**config.mk**
```make
export PLATFORM = sky130hd
export DESIGN_NAME = binary_load_record_deframer_top
export DESIGN_NICKNAME = d
export VERILOG_FILES = /design/src/hw/rtl/blrd_pkg.sv /design/src/hw/rtl/blrd_core.sv /design/src/hw/rtl/binary_load_record_deframer_top.sv
export VERILOG_INCLUDE_DIRS = /design/src /design/src/hw/rtl
export SDC_FILE = /design/constraint.sdc
export NUM_CORES = 1
export LEC_CHECK = 0
export BUFFER_PORTS_ARGS = -buffer_cell sky130_fd_sc_hd__buf_2
export CORE_UTILIZATION = 45
export CTS_CLUSTER_DIAMETER = 150
export DETAILED_ROUTE_END_ITERATION = 12
export GPL_ROUTABILITY_DRIVEN = 0
export SYNTH_ARGS = -nofsm -noshare
export SYNTH_HDL_FRONTEND = slang
export SYNTH_SLANG_ARGS = --single-unit
```
**constraint.sdc**
```tcl
create_clock -name clk -period 15.6 [get_ports clk]
set_input_delay 3.9 -clock clk [delete_from_list [all_inputs] [get_ports clk]]
set_output_delay 3.9 -clock clk [all_outputs]
set_load 0.1 [all_outputs]
```
**src/hw/rtl/assert_macros.svh**
```systemverilog
// ---------------------------------------------------------------------------
// Assertion macros
// Shared concurrent assertion forms for the RTL of this project.
// ---------------------------------------------------------------------------
`ifndef ASSERT_MACROS_SVH
`define ASSERT_MACROS_SVH

// Check a property on every rising edge outside reset.
`define ASSERT_CLK(label, clk, rst, prop, msg) \
  label: assert property (@(posedge clk) disable iff (rst) (prop)) else $error(msg);

// Check a property on every rising edge, reset included.
`define ASSERT_ALWAYS(label, clk, prop, msg) \
  label: assert property (@(posedge clk) (prop)) else $error(msg);

`endif

```
**src/hw/rtl/blrd_pkg.sv**
```systemverilog
// ---------------------------------------------------------------------------
// blrd_pkg
// Types and constants of the binary load record deframer.
// ---------------------------------------------------------------------------
package blrd_pkg;

  localparam logic [7:0] SOH_BYTE     = 8'h01;
  localparam logic [7:0] BINARY_FLOOR = 8'h7f;
  localparam int         CHUNK_BITS   = 10;  // intermediate checksum every 1024 bytes

  localparam int          CFG_INDEX_W     = 1;
  localparam int          CFG_DATA_W      = 32;
  localparam logic [31:0] MAX_LEN_RESET   = 32'd65536;

  localparam logic [CFG_INDEX_W-1:0] REG_CHECKSUM_ENABLE = 1'b0;
  localparam logic [CFG_INDEX_W-1:0] REG_MAX_PAYLOAD_LEN = 1'b1;

  // result event codes
  localparam logic [2:0] EV_PAYLOAD     = 3'd0;
  localparam logic [2:0] EV_FRAME_OK    = 3'd1;
  localparam logic [2:0] EV_TERMINATOR  = 3'd2;
  localparam logic [2:0] EV_STREAM_END  = 3'd3;
  localparam logic [2:0] EV_FORMAT_ERR  = 3'd4;
  localparam logic [2:0] EV_TOO_LONG    = 3'd5;
  localparam logic [2:0] EV_MID_CK_BAD  = 3'd6;
  localparam logic [2:0] EV_FINAL_CK_BAD = 3'd7;

  typedef enum logic [4:0] {
    PH_HUNT   = 5'b00001,
    PH_HEADER = 5'b00010,
    PH_DATA   = 5'b00100,
    PH_MIDCK  = 5'b01000,
    PH_FINAL  = 5'b10000
  } phase_t;

  typedef struct packed {
    logic        valid;
    logic [2:0]  event_res;
    logic [31:0] byte_address;
    logic [7:0]  payload_byte;
    logic [7:0]  expected_checksum;
  } result_t;

  typedef struct packed {
    logic                   we;
    logic [CFG_INDEX_W-1:0] index;
    logic [CFG_DATA_W-1:0]  data;
  } cfg_write_t;

endpackage

```
**src/hw/rtl/blrd_core.sv**
```systemverilog
// ---------------------------------------------------------------------------
// blrd_core
// Frame state, configuration registers and the per-byte decode step.
// ---------------------------------------------------------------------------
`include "assert_macros.svh"

module blrd_core (
  input  logic                 clk,
  input  logic                 rst,
  input  blrd_pkg::cfg_write_t cfg,
  input  logic                 step,
  input  logic [7:0]           byte_value,
  input  logic                 end_of_stream,
  output blrd_pkg::result_t    res
);

  logic        checksum_enable;
  logic [31:0] max_payload_length;

  blrd_pkg::phase_t phase, phase_next;
  logic [2:0]       header_count, header_count_next;
  logic [31:0]      frame_length, frame_length_next;
  logic [31:0]      frame_address, frame_address_next;
  logic [31:0]      payload_index, payload_index_next;
  logic [7:0]       running_sum, running_sum_next;

  logic [7:0]  expect_ck;
  logic [7:0]  sum_add;
  logic [31:0] index_inc;
  logic [31:0] len_shift;
  logic        ck_bad;

  assign expect_ck = 8'd0 - running_sum;
  assign sum_add   = running_sum + byte_value;
  assign index_inc = payload_index + 32'd1;
  assign len_shift = {frame_length[23:0], byte_value};
  assign ck_bad    = (byte_value != expect_ck) && checksum_enable;

  always_ff @(posedge clk) begin
    if (rst) begin
      checksum_enable    <= 1'b1;
      max_payload_length <= blrd_pkg::MAX_LEN_RESET;
    end else if (cfg.we) begin
      case (cfg.index)
        blrd_pkg::REG_CHECKSUM_ENABLE: checksum_enable    <= cfg.data[0];
        blrd_pkg::REG_MAX_PAYLOAD_LEN: max_payload_length <= cfg.data;
        default: ;
      endcase
    end
  end

  always_comb begin
    phase_next         = phase;
    header_count_next  = header_count;
    frame_length_next  = frame_length;
    frame_address_next = frame_address;
    payload_index_next = payload_index;
    running_sum_next   = running_sum;
    res                = '0;

    if (phase != blrd_pkg::PH_HUNT && end_of_stream) begin
      // stream cut inside a frame
      phase_next         = blrd_pkg::PH_HUNT;
      header_count_next  = 3'd0;
      payload_index_next = 32'd0;
      res.valid          = 1'b1;
      res.event_res      = blrd_pkg::EV_FORMAT_ERR;
    end else begin
      case (phase)
        blrd_pkg::PH_HEADER: begin
          running_sum_next  = sum_add;
          header_count_next = header_count + 3'd1;
          if (!header_count[2]) begin
            frame_length_next = len_shift;
          end else begin
            frame_address_next = {frame_address[23:0], byte_value};
          end
          if (header_count == 3'd7) begin
            if (frame_length > max_payload_length) begin
              phase_next         = blrd_pkg::PH_HUNT;
              payload_index_next = 32'd0;
              res.valid          = 1'b1;
              res.event_res      = blrd_pkg::EV_TOO_LONG;
            end else begin
              payload_index_next = 32'd0;
              phase_next = (frame_length == 32'd0) ? blrd_pkg::PH_FINAL : blrd_pkg::PH_DATA;
            end
          end
        end
        blrd_pkg::PH_MIDCK: begin
          if (ck_bad) begin
            phase_next            = blrd_pkg::PH_HUNT;
            header_count_next     = 3'd0;
            payload_index_next    = 32'd0;
            res.valid             = 1'b1;
            res.event_res         = blrd_pkg::EV_MID_CK_BAD;
            res.expected_checksum = expect_ck;
          end else begin
            phase_next = blrd_pkg::PH_DATA;
          end
        end
        blrd_pkg::PH_DATA: begin
          running_sum_next   = sum_add;
          payload_index_next = index_inc;
          if (index_inc == frame_length) begin
            phase_next = blrd_pkg::PH_FINAL;
          end else if (index_inc[blrd_pkg::CHUNK_BITS-1:0] == '0) begin
            phase_next = blrd_pkg::PH_MIDCK;
          end
          res.valid        = 1'b1;
          res.event_res    = blrd_pkg::EV_PAYLOAD;
          res.byte_address = frame_address + payload_index;
          res.payload_byte = byte_value;
        end
        blrd_pkg::PH_FINAL: begin
          phase_next         = blrd_pkg::PH_HUNT;
          header_count_next  = 3'd0;
          payload_index_next = 32'd0;
          res.valid          = 1'b1;
          if (ck_bad) begin
            res.event_res         = blrd_pkg::EV_FINAL_CK_BAD;
            res.expected_checksum = expect_ck;
          end else if (frame_length == 32'd0) begin
            res.event_res = blrd_pkg::EV_TERMINATOR;
          end else begin
            res.event_res = blrd_pkg::EV_FRAME_OK;
          end
        end
        default: begin
          // hunting, and any stray phase code
          phase_next = blrd_pkg::PH_HUNT;
          if (end_of_stream) begin
            res.valid     = 1'b1;
            res.event_res = blrd_pkg::EV_STREAM_END;
          end else if (byte_value == blrd_pkg::SOH_BYTE) begin
            phase_next         = blrd_pkg::PH_HEADER;
            header_count_next  = 3'd0;
            running_sum_next   = 8'd0;
            frame_length_next  = 32'd0;
            frame_address_next = 32'd0;
            payload_index_next = 32'd0;
          end else if (byte_value >= blrd_pkg::BINARY_FLOOR) begin
            res.valid     = 1'b1;
            res.event_res = blrd_pkg::EV_FORMAT_ERR;
          end
        end
      endcase
    end
  end

  always_ff @(posedge clk) begin
    if (rst) begin
      phase         <= blrd_pkg::PH_HUNT;
      header_count  <= 3'd0;
      frame_length  <= 32'd0;
      frame_address <= 32'd0;
      payload_index <= 32'd0;
      running_sum   <= 8'd0;
    end else if (step) begin
      phase         <= phase_next;
      header_count  <= header_count_next;
      frame_length  <= frame_length_next;
      frame_address <= frame_address_next;
      payload_index <= payload_index_next;
      running_sum   <= running_sum_next;
    end
  end

  `ASSERT_CLK(a_hunt_clean, clk, rst,
    (phase == blrd_pkg::PH_HUNT) |-> (header_count == 3'd0 && payload_index == 32'd0),
    "counters not cleared while hunting")
  `ASSERT_CLK(a_data_in_range, clk, rst,
    (phase == blrd_pkg::PH_DATA) |-> (payload_index < frame_length),
    "payload index past frame length")
  `ASSERT_CLK(a_midck_boundary, clk, rst,
    (phase == blrd_pkg::PH_MIDCK) |->
      (payload_index[blrd_pkg::CHUNK_BITS-1:0] == '0 && payload_index != 32'd0),
    "intermediate checksum off a chunk boundary")

endmodule

```
**src/hw/rtl/binary_load_record_deframer_top.sv**
```systemverilog
// ---------------------------------------------------------------------------
// binary_load_record_deframer_top
// Cuts a byte stream into binary load frames and emits addressed payload.
// ---------------------------------------------------------------------------
// Usage:
//   Input beats carry one file byte in s_tdata[7:0]; s_tuser high marks the
//   end of the stream instead (the byte is then ignored). Every input beat
//   produces zero or one output beat: a payload byte with its load address,
//   or a frame / stream status event coded in m_tuser.
//   Path: each beat passes the input register, then the result register;
//   m_tvalid rises once the result register takes the decode result.
//   Throughput: one byte per cycle while m_tready stays high, bounded
//   only by the single decode step between the two registers.
//   Stall: while a result waits on a low m_tready the result register holds,
//   the input register takes at most one more beat, then s_tready stays low.
//   Reset (rst, synchronous) empties both registers, returns the framer to
//   hunting for SOH and loads checksum_enable = 1, max_payload_length =
//   65536. Write configuration through cfg_we/cfg_index/cfg_data only when
//   the block is idle.
// ---------------------------------------------------------------------------
module binary_load_record_deframer_top (
  input  logic                               clk,
  input  logic                               rst,
  // configuration write port
  input  logic                               cfg_we,
  input  logic [blrd_pkg::CFG_INDEX_W-1:0]   cfg_index,
  input  logic [blrd_pkg::CFG_DATA_W-1:0]    cfg_data,
  // input stream
  input  logic                               s_tvalid,
  output logic                               s_tready,
  input  logic [7:0]                         s_tdata,   // [7:0] byte_value
  input  logic                               s_tuser,   // [0] end_of_stream
  // result stream
  output logic                               m_tvalid,
  input  logic                               m_tready,
  output logic [47:0]                        m_tdata,   // [31:0] byte_address,
                                                        // [39:32] payload_byte,
                                                        // [47:40] expected_checksum
  output logic [2:0]                         m_tuser    // [2:0] event_res
);

  // input register
  logic       in_valid;
  logic [7:0] in_byte;
  logic       in_eos;

  // result register
  logic              out_valid;
  blrd_pkg::result_t out_res;

  blrd_pkg::result_t    res;
  blrd_pkg::cfg_write_t cfg;
  logic                 advance;

  // the decode stage moves whenever the result register is free or drains
  assign advance  = !out_valid || m_tready;
  assign s_tready = !in_valid || advance;

  assign cfg.we    = cfg_we;
  assign cfg.index = cfg_index;
  assign cfg.data  = cfg_data;

  always_ff @(posedge clk) begin
    if (rst) begin
      in_valid <= 1'b0;
    end else if (s_tready) begin
      in_valid <= s_tvalid;
    end
  end

  // capture payload on every accepted beat
  always_ff @(posedge clk) begin
    if (s_tvalid && s_tready) begin
      in_byte <= s_tdata;
      in_eos  <= s_tuser;
    end
  end

  blrd_core u_core (
    .clk           (clk),
    .rst           (rst),
    .cfg           (cfg),
    .step          (in_valid && advance),
    .byte_value    (in_byte),
    .end_of_stream (in_eos),
    .res           (res)
  );

  // drop the beat when the step produced no result
  always_ff @(posedge clk) begin
    if (rst) begin
      out_valid <= 1'b0;
    end else if (advance) begin
      out_valid <= in_valid && res.valid;
    end
  end

  always_ff @(posedge clk) begin
    if (advance && in_valid) begin
      out_res <= res;
    end
  end

  assign m_tvalid = out_valid;
  assign m_tuser  = out_res.event_res;
  assign m_tdata  = {out_res.expected_checksum, out_res.payload_byte, out_res.byte_address};

endmodule
```
==> impl_metrics.toml, run 1 <==
[critical_path]
start_kind = "input port"
worstSetupEndpoint = "s_tready"
critPathMaxFanout = 5
cpMaxStageDelayCell = "nor2b_1"
path_class = "in2out"
startpoint = "m_tready"
critical_path_required_ps = 11700
reg2reg_to = "u_core.phase[2]"
cpMostUsedCell = "buf_2"
critPathMaxStageDelay_ps = 340
reg2reg_slack_ps = 11680
regToRegStartpoint = "u_core.payload_index[0]"
path_cells = "buf_2, nor2b_1, nand2_1, buf_2"
end_kind = "primary output"
critPathArrivalTime_ps = 4750
r2r_cells = 10

[sta]
clock.fmax_ghz = 0.116
slew_viol_final = 0
rsz0062_at_grt = "no"
hold_viol_final = 0
fin_skew_ps = 11.1
period_share_pct = 55.5
hold_slack_ps = 451
setup_viol = 0
fin_setup_tns_ps = 0
worst_slew_pin_slew_ps = 1230
relSlewSlack_pct = 18.2
min_period_ps = 8650

[yosys]
yosysSeqAreaShare_pct = 38.5
synth_largest_area_cell = "dfxtp_1"
yosysTopAreaCellShare_pct = 23.9
synthFlopType = "dfxtp_1"
netlist_top_cells_area = "dfxtp_1 24%, edfxtp_1 15%, ha_1 7.6%"
syn-num-nets = 1566
async_flop_share_pct = 0
synth_seq_cells = 207
ys_types = 85
syn_area_mm2 = 0.0123
synthCells = 1442
yosys_warnings = 0
syn-mean-instance-area_um2 = 8.54
synth_edf_count = 60

[clock_tree]
ctsHtreeMaxLevel = 1
clock-sinks = 207
hold_buffers = 0
cts_tree = "built"
cts_root_buf = "clkbuf_16"
path_clk_slew_ps = 60
insertion_delay_ps = 530
clock_path_buffers = 3
post_cts_buffers = 0
cts_made_buffers = 25
cts_resized = 0

[layout]
finish.net_count = 1618
seq_area_mm2 = 0.00474
layout_commonest_cell = "nor2_1"
fillCellCount = 2626
num_antenna_cells = 0
finish.utilization_pct = 51.5
drive_above_1_share_pct = 11.8
syn_to_final_growth_pct = 12.3
layout_common_cells = "187 x nor2_1, 147 x dfxtp_1, 141 x nand2_1"
multi_input_area_mm2 = 0.00702

[pwr]
p_switching_mw = 0.292
powerDensity_mw_per_mm2 = 90.0
p_leak_nw = 5.37
p_comb_share_pct = 5.9
pwr-share-clk_pct = 48.3
power.internal_mw = 0.952
p_seq_share_pct = 45.8
switching_share_pct = 23.5
ir_drop_mv = 0.0803

[outcome]
status = "finished, final reports clean"

[worst_hold_path]
hold_path_class = "reg2reg"
hp-start = "u_core.max_payload_length[11]"

[routing]
num_vias = 10600
viasPerCell = 5.72
antenna_left = 0
wl_per_cell_um = 17.2
drc = 0
first_pass_iters = 5
finalWirelength_um = 31900
drt-initial-drc-count = 726

[die]
die_w_um = 167
io_pins = 100
initial_core_util_pct = 45.8
coreArea_mm2 = 0.0269
rows = 60
die-area_mm2 = 0.0280
die_h_um = 167

[placed_design]
port-buffer-count = 99
dp_hpwl_um = 22700

[global_route]
grt_pass1_wl_um = 52100
grt_pass1_vias = 9989
grt.total_usage_pct = 22.8
antenna_found_initial = 0
grt_max_degree = 81
grt.overflow.total = 0

[run]
max-cap-violations = 0
sequential cells by signal, indices dropped and copies added, names as in the netlist, 3 cells and up:
| register | count |
|---|---|
| in_byte | 8 |
| u_core.frame_address | 32 |
| m_tdata | 48 |
| u_core.running_sum | 8 |
| u_core.frame_length | 32 |
| m_tuser | 3 |
| u_core.phase | 5 |
| u_core.payload_index | 32 |
| u_core.header_count | 3 |
| u_core.max_payload_length | 32 |
cells in the mapped netlist, drive strengths merged, types with 14 or more instances:
library cell    n
inv            59
a21o           27
nor3           37
and3           24
o21a           14
dfxtp         147
xnor2          45
nand3          26
buf            19
nor2          187
o21ai          56
a22oi          69
edfxtp         60
a21oi         117
nor4           30
clkbuf         63
nand2         141
ha             75
xor2           26
nand2b         14
nand4          31
critical path, delay by kind of cell:
kind                   cells  cell delay [ps]
buffers and inverters      2              400
AND/OR/NAND/NOR            2              450
worst min path at each step:
stage | slack [ps] | depth (start not counted) | to
after floorplan | 440 | 2 | u_core.max_payload_length[10]
after global placement | 440 | 2 | u_core.max_payload_length[3]
after detailed placement | 450 | 2 | u_core.max_payload_length[21]
after CTS | 460 | 2 | u_core.max_payload_length[21]
after global routing | 470 | 2 | u_core.max_payload_length[24]
final | 450 | 2 | u_core.max_payload_length[11]
cells by family after synthesis:
| logic type | after synthesis | share of synthesized area, % |
|---|---|---|
| AOI/OAI and AO/OA | 367 | 19.7 |
| xor gates and xnor gates | 76 | 5.97 |
| adders and majority gates | 77 | 7.94 |
| buffers and inverters | 141 | 4.60 |
| DFF | 207 | 38.5 |
| muxes | 5 | 0.427 |
| and+or+nand+nor | 569 | 22.8 |
routing by layer:
layer	global-route usage (%)	part of all wire, %	routed length [um]
met5	0	0	0
met4	6.94	3.0	944
met3	3.07	5.3	1700
met2	36.7	45	14300
met1	31.6	47	14900
area by class of cell:
class	count	area share (%)
Clock inverter	8	0.678
Clock buffer	38	5.54
Timing Repair Buffer	107	4.03
Inverter	59	1.60
Tap cell	341	3.08
Sequential cell	207	34.3
Multi-Input combinational cell	1094	50.8
stage by stage:
stage	worst slack, ps	power, mW	area [um^2]	cells
2_1_floorplan	6980	0.637	12300	1442
3_3_place_gp	6950	0.655	13000	1808
3_5_place_dp	6950	0.656	13000	1808
4_1_cts	6940	1.25	13800	1854
5_1_grt	6840	1.28	13800	1854
6_report	6950	1.24	13800	1854
power groups by stage:
stage               logic (mW)  clock network (mW)  registers (mW)
CTS                     0.0742               0.610           0.570
detailed placement      0.0741                   0           0.582
finish                  0.0736               0.601           0.570
global route            0.0802               0.633           0.571
global placement        0.0730                   0           0.582
floorplan               0.0332                   0           0.603
(Power assumes the default switching activity.)
==> inputs of run 2 (changes only) <==
==> constraint.sdc (replaced) <==
create_clock -name clk -period 8.9 [get_ports clk]
set_input_delay 2.225 -clock clk [delete_from_list [all_inputs] [get_ports clk]]
set_output_delay 2.225 -clock clk [all_outputs]
set_load 0.1 [all_outputs]
==> run 2 against run 1 <==
  * First-iteration DRC count shrank 14%
  * Sequential power grew 75%
  * Hold slack gained 1.2 ps
  * Clock-buffer cell count shrank 1
  * Sequential cell count is the same
  * Worst setup slack lost 3400 ps
  * Via count is essentially flat
  * Critical path depth is the same
  * Global-route usage shrank 0.38 points
  * Power grew 70%
  * Utilization shrank 0.21 points
==> impl_metrics.toml, run 2 (synthesis results as in run 1) <==
[outcome]
status = "finished, final reports clean"

[layout]
layout_commonest_cell = "nor2_1"
layout_common_cells = "187 x nor2_1, 147 x dfxtp_1, 141 x nand2_1"
syn_to_final_growth_pct = 11.8
fillCellCount = 2593
finish.net_count = 1619
num_antenna_cells = 0
largest_reg_flops = 48
drive_above_1_share_pct = 11.6

[sta]
clock.fmax_ghz = 0.187
slew_viol_final = 0
rsz0062_at_grt = "no"
setup_viol = 0
hold_viol_final = 0
relSlewSlack_pct = 22.6
fin_setup_tns_ps = 0
fin_skew_ps = 19.0
worst_slew_pin_slew_ps = 1160
min_period_ps = 5350
period_share_pct = 60.1
hold_slack_ps = 452

[routing]
drc = 0
num_vias = 10600
drt-initial-drc-count = 624
wl_met3_um = 1550
met1_length_um = 15300
route.met2.wl_um = 14200
finalWirelength_um = 31900
viasPerCell = 5.73
wl_per_cell_um = 17.2
antenna_left = 0
first_pass_iters = 5
top_layer_used = "met4"

[critical_path]
critical_path_required_ps = 6680
critPathArrivalTime_ps = 3130
cpMostUsedCell = "buf_2"
start_kind = "input port"
critPathMaxFanout = 5
reg2reg_to = "u_core.phase[2]"
reg2reg_slack_ps = 4920
critPathMaxStageDelay_ps = 370
r2r_cells = 10
end_kind = "primary output"
path_class = "in2out"
regToRegStartpoint = "u_core.payload_index[0]"
cpMaxStageDelayCell = "nor2b_1"
path_cells = "buf_2, nor2b_1, nand2_1, buf_2"

[placed_design]
dp_hpwl_um = 22800
port-buffer-count = 99

[die]
rows = 60
initial_core_util_pct = 45.8
die_w_um = 167
coreArea_mm2 = 0.0269
die_h_um = 167
die-area_mm2 = 0.0280
io_pins = 100

[clock_tree]
hold_buffers = 0
post_cts_buffers = 0
cts_made_buffers = 25
cts_tree = "built"
cts_resized = 0
insertion_delay_ps = 540
cts_root_buf = "clkbuf_16"
ctsHtreeMaxLevel = 1
path_clk_slew_ps = 60
clock_path_buffers = 3
clock-sinks = 207

[pwr]
powerDensity_mw_per_mm2 = 154
ir_drop_mv = 0.146
p_leak_nw = 5.34

[global_route]
grt_pass1_wl_um = 51400
antenna_found_initial = 0
grt.total_usage_pct = 22.4
grt.overflow.total = 0
grt_pass1_vias = 9784
grt_max_degree = 82

[run]
max-cap-violations = 0

[worst_hold_path]
hold_path_class = "reg2reg"
hold_depth = 2
hold_path_end = "u_core.max_payload_length[11]"
hp-start = "u_core.max_payload_length[11]"
run 2: worst max path at each step:
stage / startpoint / endpoint / slack, ps / depth (start not counted)
6_report: m_tready / s_tready / 3550 / 4
5_1_grt: m_tready / s_tready / 3480 / 4
3_5_place_dp: m_tready / u_core.frame_address[16] / 3510 / 10
2_1_floorplan: m_tready / u_core.frame_address[10] / 2320 / 10
3_3_place_gp: m_tready / s_tready / 3610 / 4
4_1_cts: m_tready / s_tready / 3530 / 4
run 2: cell type report:
cell class	instances	area (um^2)	area share, %
Clock buffer	37	721	5.23
Clock inverter	8	75.1	0.545
Inverter	59	221	1.61
Multi-Input combinational cell	1094	7020	51.0
Sequential cell	207	4740	34.4
Tap cell	341	427	3.10
Timing Repair Buffer	108	566	4.10
run 2: routing by layer:
metal | global-route usage [%] | vias to the layer above
met4 | 6.54 | 0
met2 | 35.7 | 274
met3 | 2.46 | 38
li1 | - | 5350
met1 | 31.8 | 4959
met5 | 0 | -
run 2: where the power goes:
| group | total (mW) | switching (mW) | internal (mW) | leakage, nW |
|---|---|---|---|---|
| clock | 0.992 | 0.403 | 0.589 | 0.391 |
| combinational | 0.129 | 0.0939 | 0.0347 | 3.14 |
| sequential | 0.999 | 0.0138 | 0.986 | 1.80 |
| total | 2.12 | 0.511 | 1.61 | 5.34 |
run 2: per-stage QoR:
step	worst slack [ps]	total power, mW	instance area, um^2	utilization [%]	cells
after floorplan	2320	1.12	12300	-	1442
after global placement	3610	1.15	13000	48.3	1809
after CTS	3530	2.14	13800	51.3	1854
after global routing	3480	2.19	13800	51.3	1854
after detailed placement	3510	1.15	13000	48.3	1809
final	3550	2.12	13800	51.3	1854
run 2: worst max-delay path: cells and delay by family:
kind / cells / cell delay [ps]
buf+inv: 2 / 400
simple gates: 2 / 500
==> inputs of run 3 (changes only) <==
==> constraint.sdc (replaced) <==
create_clock -name clk -period 5.5 [get_ports clk]
set_input_delay 1.375 -clock clk [delete_from_list [all_inputs] [get_ports clk]]
set_output_delay 1.375 -clock clk [all_outputs]
set_load 0.1 [all_outputs]
==> run 3 against run 2 <==
  * Combinational power increased by 64%
  * Critical path depth increased by 6
  * Register-to-register slack got worse by 3300 ps
  * Worst setup slack got worse by 1900 ps
  * Die area unchanged
==> impl_metrics.toml, run 3 (synthesis results as in run 1) <==
[outcome]
status = "finished, final reports clean"

[layout]
num_antenna_cells = 0
layout_commonest_cell = "nor2_1"
syn_to_final_growth_pct = 11.7
fillCellCount = 2604
finish.net_count = 1620
drive_above_1_share_pct = 11.6
largest_reg_flops = 48
layout_common_cells = "187 x nor2_1, 147 x dfxtp_1, 141 x nand2_1"

[die]
initial_core_util_pct = 45.8
io_pins = 100
die-area_mm2 = 0.0280
coreArea_mm2 = 0.0269
rows = 60
die_w_um = 167
die_h_um = 167

[sta]
hold_slack_ps = 452
clock.fmax_ghz = 0.256
period_share_pct = 70.9
slew_viol_final = 0
finalWorstSetupSlack_ps = 1600
hold_viol_final = 0
fin_setup_tns_ps = 0
min_period_ps = 3900
worst_slew_pin_slew_ps = 1170
rsz0062_at_grt = "no"
setup_viol = 0
fin_skew_ps = 9.15
relSlewSlack_pct = 21.8

[global_route]
use_met1_pct = 31.6
busiest_layer = "met2"
grt.overflow.total = 0
grt_max_degree = 75
use_met3_pct = 2.72
grtUsageMet2_pct = 36.3
antenna_found_initial = 0
grt.total_usage_pct = 22.6
grt_pass1_vias = 9933
grt_pass1_wl_um = 51800

[pwr]
ir_drop_mv = 0.283
powerDensity_mw_per_mm2 = 245
p_leak_nw = 5.33

[critical_path]
critPathMaxStageDelay_ps = 870
end_kind = "flop"
start_kind = "flop"
worstSetupEndpoint = "u_core.phase[2]"
reg2reg_slack_ps = 1600
r2r_cells = 10
critical_path_required_ps = 5930
path_cells = "ha_1, nand4_1, nor4_1, nor2_1, o21ai_0, o311ai_0, a2111oi_4, nand4_1, a22o_1, o32ai_1"
startpoint = "u_core.payload_index[0]"
critPathArrivalTime_ps = 4330
path_class = "reg2reg"
crit_family = "simple AND/OR/NAND/NOR gates"
crit_buf_inv = 0
reg2reg_to = "u_core.phase[2]"
cpMostUsedCell = "nand4_1"
critPathMaxFanout = 11
regToRegStartpoint = "u_core.payload_index[0]"
cp_num_cells = 10
cpMaxStageDelayCell = "nor4_1"

[routing]
drt-initial-drc-count = 798
viasPerCell = 5.79
num_vias = 10700
drc = 0
first_pass_iters = 5
finalWirelength_um = 32100
wl_per_cell_um = 17.3
antenna_left = 0

[clock_tree]
clock_path_buffers = 3
ctsHtreeMaxLevel = 1
insertion_delay_ps = 530
path_clk_slew_ps = 60
post_cts_buffers = 0
cts_root_buf = "clkbuf_16"
cts_resized = 0
cts_tree = "built"
clock-sinks = 207
hold_buffers = 0
cts_made_buffers = 25

[placed_design]
dp_hpwl_um = 23100
port-buffer-count = 99
pre_cts_ws_ps = 1650

[worst_hold_path]
hold_path_class = "reg2reg"

[run]
max-cap-violations = 0
## run 3: cell count changes in the layout (fill, tap and decap cells not counted), sizes merged
cell	before	now
bufinv	1	0
buf	108	109
clkbuf	37	39
inv	61	60
## run 3: layout make-up
cell class / count / area [um^2] / share of cell area, %
clock inverter: 6 / 36.3 / 0.264
sequential: 207 / 4740 / 34.5
clock buffer: 39 / 738 / 5.36
timing repair buffer: 109 / 573 / 4.16
inverter: 59 / 221 / 1.61
tap: 341 / 427 / 3.10
multi-input combinational: 1094 / 7020 / 51.0
## run 3: how the worst min path moves through the flow
stage	from	slack, ps	cells past startpoint	to
final	u_core.max_payload_length[22]	450	2	u_core.max_payload_length[22]
after global routing	u_core.max_payload_length[5]	470	2	u_core.max_payload_length[5]
after CTS	u_core.max_payload_length[3]	460	2	u_core.max_payload_length[3]
after detailed placement	u_core.max_payload_length[3]	450	2	u_core.max_payload_length[3]
after global placement	u_core.max_payload_length[3]	440	2	u_core.max_payload_length[3]
after floorplan	u_core.max_payload_length[10]	440	2	u_core.max_payload_length[10]
## run 3: report_power, final
part | leakage, nW | total (mW) | internal, mW | switching [mW]
sequential | 1.80 | 1.62 | 1.59 | 0.0217
combinational | 3.15 | 0.211 | 0.0571 | 0.154
clock | 0.381 | 1.55 | 0.917 | 0.633
total | 5.33 | 3.38 | 2.57 | 0.809
## run 3: routing by layer
metal | wire length [um] | part of all wire, % | up-vias
li1 | - | - | 5349
met1 | 15300 | 48 | 5028
met2 | 14200 | 44 | 321
met3 | 1650 | 5.1 | 51
met4 | 917 | 2.9 | 0
met5 | 0 | 0 | -
## run 3: through the flow
stage	cell area (um^2)	total power, mW	cells	util, %
floorplan	12300	1.81	1442	-
global placement	13000	1.86	1810	48.3
detailed placement	13000	1.86	1810	48.3
CTS	13800	3.42	1855	51.2
global route	13800	3.50	1855	51.2
finish	13800	3.38	1855	51.2
## run 3: worst min-delay path, stage by stage (launching register included)
cell	delay, ps
dfxtp_1	310
nand2_1	50
a21oi_1	50
